===== config.mk =====
export PLATFORM = sky130hd
export DESIGN_NAME = timed_event_priority_queue
export DESIGN_NICKNAME = d
export VERILOG_FILES = /design/src/sv/tep_pkg.sv /design/src/sv/timed_event_priority_queue.sv /design/src/sv/tep_ctrl.sv /design/src/sv/tep_dpath.sv
export SDC_FILE = /design/constraint.sdc
export NUM_CORES = 2
export LEC_CHECK = 0
export BUFFER_PORTS_ARGS = -buffer_cell sky130_fd_sc_hd__buf_2
export CAP_MARGIN = 5
export CORE_AREA = 2 2 411 413
export CTS_CLUSTER_DIAMETER = 50
export DETAILED_ROUTE_END_ITERATION = 10
export DIE_AREA = 0 0 413 415
export PLACE_DENSITY = 0.83
export SETUP_SLACK_MARGIN = 0.02
export SLEW_MARGIN = 20
export SYNTH_ARGS = -nofsm -noshare
export SYNTH_HDL_FRONTEND = slang
export SYNTH_SLANG_ARGS = --single-unit
export TNS_END_PERCENT = 5

===== constraint.sdc =====
create_clock -name clk_i -period 8.1 [get_ports clk_i]
set_input_delay 0.81 -clock clk_i [delete_from_list [all_inputs] [get_ports clk_i]]
set_output_delay 0.81 -clock clk_i [all_outputs]
set_load 0.005 [all_outputs]

===== src/sv/tep_pkg.sv =====
// ----------------------------------------------------------------------------
// Timed event priority queue package
// Shared types, sizes and codes for the event queue controller and datapath.
// ----------------------------------------------------------------------------
package tep_pkg;

  localparam int QueueDepth = 16;
  localparam int KindBits   = 4;
  localparam int KindW      = 4;
  localparam int CountW     = 5;
  localparam int TimeW      = 64;
  localparam int AmountW    = 32;

  localparam logic [TimeW-1:0] AllOnes = {TimeW{1'b1}};

  typedef enum logic [2:0] {
    OP_SCHEDULE   = 3'd0,
    OP_DESCHEDULE = 3'd1,
    OP_ADVANCE    = 3'd2,
    OP_PROCESS    = 3'd3,
    OP_CLEAR      = 3'd4
  } opcode_e;

  typedef struct packed {
    logic [2:0]         opcode;
    logic [KindW-1:0]   event_kind;
    logic [AmountW-1:0] amount;
  } in_beat_t;

  typedef struct packed {
    logic               fired;
    logic [KindW-1:0]   fired_kind;
    logic [TimeW-1:0]   next_delay;
    logic [CountW-1:0]  pending_count;
    logic               dropped;
    logic               last;
  } out_beat_t;

  typedef struct packed {
    logic latch;
    logic calc_time;
    logic insert;
    logic desch_step;
    logic advance;
    logic clear;
    logic pop;
    logic load_out;
    logic fired;
    logic dropped;
    logic last;
  } dp_cmd_t;

  typedef struct packed {
    logic [2:0] opcode;
    logic       full;
    logic       head_due;
    logic       desch_hit;
    logic       out_free;
  } dp_status_t;

endpackage


===== src/sv/timed_event_priority_queue.sv =====
// ----------------------------------------------------------------------------
// Timed event priority queue
// Cycle counter with a bounded store of events kept sorted by fire time.
// ----------------------------------------------------------------------------
//
//   Channel  Direction  Handshake              Beat
//   in       input      in_valid_i/in_stall_o  opcode, event_kind, amount
//   out      output     out_valid_o/out_stall_i fired .. last, one per result
//
// Schedule steps through latch, fire-time calculation, insertion and result
// load, skipping insertion when the store is full; advance, clear and unknown
// opcodes go from latch straight to the result load. Deschedule removes the
// matching events one at a time, since the store closes up one gap a cycle.
// Process pops each due event and loads its result, or loads one result if none is due.
// Reset empties the store and zeroes the counter; no clearing pass is needed.
// A stalled output holds its registered beat and the controller waits with it.
// ----------------------------------------------------------------------------
module timed_event_priority_queue
  import tep_pkg::*;
(
  input  logic      clk_i,
  input  logic      rst_ni,
  input  logic      in_valid_i,
  output logic      in_stall_o,
  input  in_beat_t  in_data_i,
  output logic      out_valid_o,
  input  logic      out_stall_i,
  output out_beat_t out_data_o
);

  // The controller decides the order of operations; the datapath owns all
  // the storage, including the result register that decouples the output.
  dp_cmd_t    cmd;
  dp_status_t status;

  tep_ctrl u_ctrl (
    .clk_i      (clk_i),
    .rst_ni     (rst_ni),
    .in_valid_i (in_valid_i),
    .in_stall_o (in_stall_o),
    .status_i   (status),
    .cmd_o      (cmd)
  );

  tep_dpath u_dpath (
    .clk_i       (clk_i),
    .rst_ni      (rst_ni),
    .in_data_i   (in_data_i),
    .cmd_i       (cmd),
    .status_o    (status),
    .out_valid_o (out_valid_o),
    .out_stall_i (out_stall_i),
    .out_data_o  (out_data_o)
  );

endmodule


===== src/sv/tep_ctrl.sv =====
// ----------------------------------------------------------------------------
// Event queue controller
// Sequences one input beat at a time through the datapath operations.
// ----------------------------------------------------------------------------
module tep_ctrl
  import tep_pkg::*;
(
  input  logic       clk_i,
  input  logic       rst_ni,
  input  logic       in_valid_i,
  output logic       in_stall_o,
  input  dp_status_t status_i,
  output dp_cmd_t    cmd_o
);

  typedef enum logic [5:0] {
    ST_IDLE  = 6'b000001,
    ST_EXEC  = 6'b000010,
    ST_INS   = 6'b000100,
    ST_DESCH = 6'b001000,
    ST_PROC  = 6'b010000,
    ST_EMIT  = 6'b100000
  } state_e;

  state_e            state_q, state_d;
  logic              resp_q, resp_d;
  logic              drop_q, drop_d;
  logic [CountW-1:0] n_q, n_d;
  logic [CountW:0]   n_next;

  assign in_stall_o = (state_q != ST_IDLE);
  assign n_next     = {1'b0, n_q} + {{CountW{1'b0}}, 1'b1};

  always_comb begin
    state_d = state_q;
    resp_d  = resp_q;
    drop_d  = drop_q;
    n_d     = n_q;
    cmd_o   = '0;
    unique case (state_q)
      ST_IDLE: begin
        if (in_valid_i) begin
          cmd_o.latch = 1'b1;
          n_d         = '0;
          drop_d      = 1'b0;
          state_d     = ST_EXEC;
        end
      end
      ST_EXEC: begin
        case (status_i.opcode)
          OP_SCHEDULE: begin
            if (status_i.full) begin
              drop_d  = 1'b1;
              resp_d  = 1'b1;
              state_d = ST_EMIT;
            end else begin
              cmd_o.calc_time = 1'b1;
              state_d         = ST_INS;
            end
          end
          OP_DESCHEDULE: state_d = ST_DESCH;
          OP_ADVANCE: begin
            cmd_o.advance = 1'b1;
            resp_d        = 1'b1;
            state_d       = ST_EMIT;
          end
          OP_PROCESS: state_d = ST_PROC;
          OP_CLEAR: begin
            cmd_o.clear = 1'b1;
            resp_d      = 1'b1;
            state_d     = ST_EMIT;
          end
          default: begin
            resp_d  = 1'b1;
            state_d = ST_EMIT;
          end
        endcase
      end
      ST_INS: begin
        cmd_o.insert = 1'b1;
        resp_d       = 1'b1;
        state_d      = ST_EMIT;
      end
      ST_DESCH: begin
        if (status_i.desch_hit) begin
          cmd_o.desch_step = 1'b1;
        end else begin
          resp_d  = 1'b1;
          state_d = ST_EMIT;
        end
      end
      ST_PROC: begin
        if (status_i.head_due) begin
          cmd_o.pop = 1'b1;
          resp_d    = 1'b0;
        end else begin
          resp_d    = 1'b1;
        end
        state_d = ST_EMIT;
      end
      ST_EMIT: begin
        if (status_i.out_free) begin
          cmd_o.load_out = 1'b1;
          cmd_o.dropped  = drop_q;
          if (resp_q) begin
            cmd_o.last = 1'b1;
            state_d    = ST_IDLE;
          end else begin
            // Another event follows only if the new head is due as well and
            // the per-beat result limit has not been reached.
            cmd_o.fired = 1'b1;
            n_d         = n_next[CountW-1:0];
            if (status_i.head_due && (n_next < (CountW+1)'(QueueDepth))) begin
              state_d = ST_PROC;
            end else begin
              cmd_o.last = 1'b1;
              state_d    = ST_IDLE;
            end
          end
        end
      end
      default: state_d = ST_IDLE;
    endcase
  end

  always_ff @(posedge clk_i or negedge rst_ni) begin
    if (!rst_ni) begin
      state_q <= ST_IDLE;
      resp_q  <= 1'b0;
      drop_q  <= 1'b0;
      n_q     <= '0;
    end else begin
      state_q <= state_d;
      resp_q  <= resp_d;
      drop_q  <= drop_d;
      n_q     <= n_d;
    end
  end

endmodule


===== src/sv/tep_dpath.sv =====
// ----------------------------------------------------------------------------
// Event queue datapath
// Sorted event store, cycle counter and the registered result stage.
// ----------------------------------------------------------------------------
module tep_dpath
  import tep_pkg::*;
(
  input  logic       clk_i,
  input  logic       rst_ni,
  input  in_beat_t   in_data_i,
  input  dp_cmd_t    cmd_i,
  output dp_status_t status_o,
  output logic       out_valid_o,
  input  logic       out_stall_i,
  output out_beat_t  out_data_o
);

  logic [TimeW-1:0]  time_q [QueueDepth];
  logic [TimeW-1:0]  time_d [QueueDepth];
  logic [KindW-1:0]  kind_q [QueueDepth];
  logic [KindW-1:0]  kind_d [QueueDepth];
  logic [CountW-1:0] count_q, count_d;
  logic [TimeW-1:0]  now_q, now_d;
  logic [TimeW-1:0]  t_q;
  in_beat_t          op_q;
  logic [KindW-1:0]  popped_q;
  logic              out_valid_q;
  out_beat_t         out_q;

  logic [TimeW:0]    sum;
  logic [TimeW-1:0]  sat_sum;
  logic [QueueDepth-1:0] le, hit, hit_upto;
  logic [KindW-1:0]  key;
  logic              head_due;
  logic [TimeW-1:0]  head_delay;

  // One saturating adder serves both the fire time and the counter advance.
  assign sum     = {1'b0, now_q} + {{(TimeW+1-AmountW){1'b0}}, op_q.amount};
  assign sat_sum = sum[TimeW] ? AllOnes : sum[TimeW-1:0];
  assign key     = KindW'(op_q.event_kind[KindBits-1:0]);

  always_comb begin
    for (int i = 0; i < QueueDepth; i++) begin
      le[i]  = (CountW'(i) < count_q) && (time_q[i] <= t_q);
      hit[i] = (CountW'(i) < count_q) && (kind_q[i] == key);
    end
    hit_upto[0] = hit[0];
    for (int i = 1; i < QueueDepth; i++) begin
      hit_upto[i] = hit_upto[i-1] | hit[i];
    end
  end

  assign head_due   = (count_q != '0) && (time_q[0] <= now_q);
  assign head_delay = (count_q == '0) ? AllOnes :
                      (head_due ? '0 : (time_q[0] - now_q));

  always_comb begin
    time_d  = time_q;
    kind_d  = kind_q;
    count_d = count_q;
    now_d   = now_q;
    if (cmd_i.insert) begin
      for (int i = 0; i < QueueDepth; i++) begin
        if (!le[i]) begin
          if (i == 0 || le[(i == 0) ? 0 : i-1]) begin
            time_d[i] = t_q;
            kind_d[i] = key;
          end else begin
            time_d[i] = time_q[(i == 0) ? 0 : i-1];
            kind_d[i] = kind_q[(i == 0) ? 0 : i-1];
          end
        end
      end
      count_d = count_q + CountW'(1);
    end else if (cmd_i.desch_step) begin
      for (int i = 0; i < QueueDepth-1; i++) begin
        if (hit_upto[i]) begin
          time_d[i] = time_q[i+1];
          kind_d[i] = kind_q[i+1];
        end
      end
      count_d = count_q - CountW'(1);
    end else if (cmd_i.pop) begin
      for (int i = 0; i < QueueDepth-1; i++) begin
        time_d[i] = time_q[i+1];
        kind_d[i] = kind_q[i+1];
      end
      count_d = count_q - CountW'(1);
    end else if (cmd_i.clear) begin
      count_d = '0;
      now_d   = '0;
    end else if (cmd_i.advance) begin
      now_d = sat_sum;
    end
  end

  always_ff @(posedge clk_i) begin
    time_q <= time_d;
    kind_q <= kind_d;
    if (cmd_i.latch) begin
      op_q <= in_data_i;
    end
    if (cmd_i.calc_time) begin
      t_q <= sat_sum;
    end
    if (cmd_i.pop) begin
      popped_q <= kind_q[0];
    end
    if (cmd_i.load_out) begin
      out_q.fired         <= cmd_i.fired;
      out_q.fired_kind    <= cmd_i.fired ? popped_q : '0;
      out_q.next_delay    <= head_delay;
      out_q.pending_count <= count_q;
      out_q.dropped       <= cmd_i.dropped;
      out_q.last          <= cmd_i.last;
    end
  end

  always_ff @(posedge clk_i or negedge rst_ni) begin
    if (!rst_ni) begin
      count_q     <= '0;
      now_q       <= '0;
      out_valid_q <= 1'b0;
    end else begin
      count_q <= count_d;
      now_q   <= now_d;
      if (cmd_i.load_out) begin
        out_valid_q <= 1'b1;
      end else if (!out_stall_i) begin
        out_valid_q <= 1'b0;
      end
    end
  end

  assign status_o.opcode    = op_q.opcode;
  assign status_o.full      = (count_q == CountW'(QueueDepth));
  assign status_o.head_due  = head_due;
  assign status_o.desch_hit = |hit;
  assign status_o.out_free  = !out_valid_q || !out_stall_i;

  assign out_valid_o = out_valid_q;
  assign out_data_o  = out_q;

endmodule


## After elaboration in Yosys (flattened, before gate mapping)

Index checks and enable logic that the tools add are counted.

- Register bits after elaboration: 1354
- Bits in latches: 0
- Memory bits (writable): 0
- Memory bits (read-only): 0
- Bits of input ports: 43
- Output and inout bits: 78
- Word-level logic and storage cells: 389
- Memories: 0

- Add/sub/neg operators: 5
- $mul: 0
- Div/mod/pow operators: 0
- Magnitude comparators: 34
- Equality and inequality tests: 67
- Shifts and indexed selects: 0
- Mux-type cells: 144
- Bitwise logic cells: 18
- Reductions and logical operators: 71

Operators with widths:

| cell | count |
|---|---|
| $mux W64 | 49 |
| $mux W960 | 3 |
| $le A64 B64 Y1 | 17 |
| $mux W4 | 47 |
| $mux W60 | 3 |
| $add A64 B32 Y65 | 1 |
| $eq A4 B4 Y1 | 16 |
| $sub A64 B64 Y64 | 1 |
| $reduce_and A3 Y1 | 16 |
| $ne A3 B1 Y1 const B | 15 |
| $ne A2 B2 Y1 const B | 22 |
| $lt A4 B5 Y1 const A | 8 |
| $mux W5 | 8 |
| $logic_and A1 B1 Y1 | 34 |
| $mux W6 | 5 |
| $pmux W6 S5 | 1 |
| $mux W1 | 22 |
| $lt A3 B5 Y1 const A | 4 |
| $pmux W6 S3 | 1 |
| $reduce_and A4 Y1 | 4 |
| $reduce_or A16 Y1 | 1 |
| $or A1 B1 Y1 | 14 |
| $lt A1 B5 Y1 const A | 2 |
| $lt A2 B5 Y1 const A | 2 |
| other kinds (32) | 43 |

## Longest topological paths before layout

- Word-level depth: 19
- Gate-level depth with buffers: 17
- Depth with buffers taken out: 14

## By module

From an unflattened synthesis, not the netlist that was laid out.

- Cell total of the unflattened synthesis: 9459
- Area, all modules: 95406.5 sq um

By module, submodules not included:

| module | times used | cells each | area an instance (sq um) | seq. area each (sq um) |
|---|---|---|---|---|
| tep_dpath | 1 | 9367 | 94554.4 | 39918.3 |
| tep_ctrl | 1 | 92 | 852.1 | 326.6 |

## Worst setup path before layout

Ideal clock, no wire load.

- Path type: reg-to-reg
- Start: register u_dpath.t_q[62]
- End: register u_dpath.kind_q[20] in the netlist's numbering (enable)
- Library setup time: 0.603 ns
- Arrival time: 8.207 ns
- Required time: 7.497 ns
- Slack: -0.710 ns
- Stages on the path, launching flop included: 16
- Path buffers: 4
- Period minus slack after synthesis: 8.810 ns
- Path through: edfxtp_1 > clkbuf_1 > inv_1 > ha_1 > nand3_1 > or3_1 > nor3_1 > o211ai_1 > o221ai_1 > a2111oi_0 > a2bb2oi_1 > o21ai_0 > buf_2 > buf_2 > buf_2 > a221oi_1

- Cells in the longest elaborated chain, start to end: 4

RTL lines:

| element | RTL line | RTL |
|---|---|---|
| start: declaration | tep_dpath.sv:24 | `logic [TimeW-1:0] t_q;` |
| start signal: assignment | tep_dpath.sv:104 | `t_q <= sat_sum;` |
| $le A64 B64 Y1 | tep_dpath.sv:44 | `le[i] = (CountW'(i) < count_q) && (time_q[i] <= t_q);` |
| $logic_and A1 B1 Y1 | tep_dpath.sv:44 |  |
| $ne A2 B2 Y1 (no line) | -- |  |
| $reduce_and A3 Y1 (no line) | -- |  |
| end signal: assignment | tep_dpath.sv:99 | `kind_q <= kind_d;` |
| end: declaration | tep_dpath.sv:20 | `logic [KindW-1:0] kind_q [QueueDepth];` |

No other way between the ends.
A chain may end at the register's enable or synchronous reset.

## Worst setup path in the final report

- Start: register u_dpath.t_q[61]
- End: register u_dpath.time_q[369] in the netlist's numbering (enable)

- Cells in the longest elaborated chain, start to end: 4

RTL lines:

| element | RTL line | RTL |
|---|---|---|
| $le A64 B64 Y1 | tep_dpath.sv:44 |  |
| $logic_and A1 B1 Y1 | tep_dpath.sv:44 |  |
| $ne A2 B2 Y1 (no line) | -- |  |
| $reduce_and A3 Y1 (no line) | -- |  |
| end signal: assignment | tep_dpath.sv:98 | `time_q <= time_d;` |
| end: declaration | tep_dpath.sv:18 | `logic [TimeW-1:0] time_q [QueueDepth];` |

No other way between the ends.

==> impl_metrics.toml <==
[clocking]
ctsHoldBuffers = 1
cts-htree-levels = 4
cts_setup_buffers = 0
insertion_delay_ps = 870
clkTransAtPathRegs_ps = 60
cts_root_buffer = "clkbuf_16"
cts_buffers = 174
cts_resized = 0
clock-sinks = 1354
clock_path_buffers = 3
cts_tree = "yes"

[routing]
ant_nets = 0
post_drt_wl_per_cell_microns = 31.2
via_per_inst = 7.26
wl_microns = 381000
vias = 88500
drt_iter0_drc = 14800
drc = 0
dr.pass1.iters = 8

[die]
rows = 150
die_w_microns = 413
die_h_microns = 415
io_pins = 121
dieArea_sq_um = 171000
core_sq_um = 167000
initial_core_util = 0.588

[place]
pre_cts_ws_ps = 1700
dpl.cell_count = 11900
dpl_cell_area_sq_um = 101000
port_buffers = 120
dpl.hpwl_microns = 262000
gp_congestion = 1.06

[grt]
antenna_found_initial = 33
track_usage = 0.429
grt_pass1_wl_microns = 548000
grt_max_degree = 252
grt_pass1_vias = 84100
overflow = 0
grtUsageMet2 = 0.611
globalRoute.busiestLayer = "met2"
use_met3 = 0.164
met1_usage = 0.547

[sta]
worst_pin_slew_ps = 1300
min_period_ps = 6900
timing.hold.ws_ps = 139
finalCritPeriodShare = 0.852
fmax_mhz = 145
rsz0062_at_grt = "no"
setup_violations = 0
setup_ws_ps = 1200
hold_violations = 0
finalSetupTns_ps = 0
maxSlewHeadroom = 0.134
drv_slew = 0
fin_worst_skew_ps = 44.0

[worst_setup_path]
crit_buf_inv = 4
critical-path-top-delay-family = "compound AO/OA/AOI/OAI gates"
max_stage_delay_ps = 910
crit_required_ps = 8580
cp.arrival_ps = 7380
cp_slowest_cell = "nor3_1"
endpoint_kind = "flop"
r2r_cells = 14
path_cells = "inv_1, buf_4, ha_1, nand3_1, or3_1, nor3_1, o211ai_1, o221ai_1, a2111oi_0, a2bb2oi_1, o21ai_4, buf_4, a221oi_4, buf_12"
cp-start-kind = "flop"
r2r_end = "u_dpath.time_q[369]"
path_max_fanout = 68
cp_common_cell = "buf_4"
critPathKind = "flop to flop"
reg2reg_slack_ps = 1200
r2r-start = "u_dpath.t_q[61]"

[synthesis]
synth.avg_cell_area_sq_um = 9.74
ys.flop_type = "edfxtp_1"
yosys_warnings = 0
synth_edf_count = 1271
synth_fp_nets = 11200
syn_area_sq_um = 97900
synth_seq_area_share = 0.411
synth_seq_cells = 1354
async_flop_share = 0.0613
netlist_instances = 10100
synthDistinctLibCells = 88

[power_and_ir_drop]
power_mw = 20.3
cellPowerDensity_nw_per_um2 = 190
irDropWorstVdd_uv = 191
leakage_nw = 43.0

[layout]
fin_nets = 11000
stdcell_area_sq_um = 107000
area_delta_synth_final_pct = 9.01
fill_cells = 13200
final_util = 0.641
drive_above_1_share = 0.0823
mostFrequentLayoutCells = "1271 x edfxtp_1, 1125 x ha_1, 1103 x nand2_1"
layout_commonest_cell = "edfxtp_1"
fin_cells = 12200

[hold_path]
holdPathStages = 1
holdPathEnd = "u_dpath.status_o[5]"
hold_path_startpoint = "in_data_i[37]"
hold_class = "input pin to flop"

[status]
status = "completed"

[job]
max_cap_viol_count = 0
## registers in the layout (all words and copies together), names as in the netlist
name / count
u_dpath.out_valid_o: 1
u_dpath.op_q: 32
u_dpath.out_data_o: 76
u_dpath.t_q: 64
u_dpath.count_q: 5
u_dpath.popped_q: 4
u_ctrl.drop_q: 1
u_dpath.now_q: 64
u_dpath.key: 4
u_ctrl.state_q: 6
u_ctrl.resp_q: 1
u_dpath.kind_q: 64
u_dpath.time_q: 1024
u_dpath.status_o: 3
u_ctrl.n_q: 5
## worst max-delay path by stage
stage / start / endpoint / slack, ps / depth (start not counted)
floorplan: u_dpath.t_q[30] / u_dpath.kind_q[44] / -600 / 15
global placement: u_dpath.t_q[60] / u_dpath.time_q[227] / 300 / 12
detailed placement: u_dpath.t_q[61] / u_dpath.time_q[328] / 1700 / 14
CTS: u_dpath.t_q[61] / u_dpath.time_q[330] / 1680 / 14
global route: u_dpath.t_q[61] / u_dpath.time_q[369] / 1410 / 14
finish: u_dpath.t_q[61] / u_dpath.time_q[369] / 1200 / 14
## worst reg2reg max path: cells and delay by family (launching register included)
kind                     cells  cell delay, ps
adder cells (fa/ha/maj)      1             290
buffers and inverters        4            1540
AND/OR/NAND/NOR              3            1780
flip-flops                   1             740
AO/OA/AOI/OAI                6            2120
## where the power goes
group	internal (mW)	total, mW	leakage (nW)	switching (mW)
sequential	7.96	8.19	12.6	0.226
clock	4.86	8.24	2.89	3.38
combinational	1.25	3.87	27.5	2.62
## area by class of cell
cell class | count | area, sq um | area share
Antenna cell | 10 | 25.0 | 0.000234
Clock buffer | 202 | 4560 | 0.0427
Clock inverter | 118 | 1390 | 0.0130
Inverter | 195 | 732 | 0.00686
Multi-Input combinational cell | 7780 | 54500 | 0.511
Sequential cell | 1354 | 40200 | 0.377
Tap cell | 2204 | 2760 | 0.0258
Timing Repair Buffer | 331 | 2540 | 0.0238
## logic make-up after synthesis
logic type      after synthesis  synth area share
simple gates               2919             0.136
buf+inv                     917            0.0374
compound gates             2817             0.179
mux                         743            0.0769
flops                      1354             0.411
fa+ha+maj                  1127             0.144
xor+xnor                    174            0.0156
## synthesized netlist by cell type (all sizes together), types with 7 or more instances
cell	instances	area, sq um
inv	195	732
nand3	131	656
clkbuf	594	2230
a2111oi	12	105
a31oi	111	709
xor2	77	674
nand2b	36	225
o211ai	114	856
or2	18	113
nor3	468	2350
o31ai	13	97.6
or3	20	125
a211o	12	105
xnor2	97	850
edfxtp	1271	38200
dfrtp	82	2050
nand2	1112	4180
a221oi	83	977
a21oi	587	2940
o21a	57	428
o2111ai	7	61.3
and4	13	114
nor2b	73	457
and3	30	188
mux2i	671	6720
mux2	72	811
a21o	332	2490
or4	12	93.8
a311oi	77	681
o21bai	30	225
nor2	618	2340
ha	1125	14100
nand4	291	1820
a22o	40	350
o21ai	1086	5440
nor4	39	256
o221ai	8	70.1
a211oi	177	1330
and2	24	153
buf	128	703
a221o	9	90.1
nor3b	14	105
## metal layers
layer	vias to the layer above	wire length [microns]
met2	7459	157000
met3	1606	61200
met1	41800	135000
met5	-	538
met4	34	26600
li1	37600	-
No activity file was read; power rests on OpenSTA's default activity.
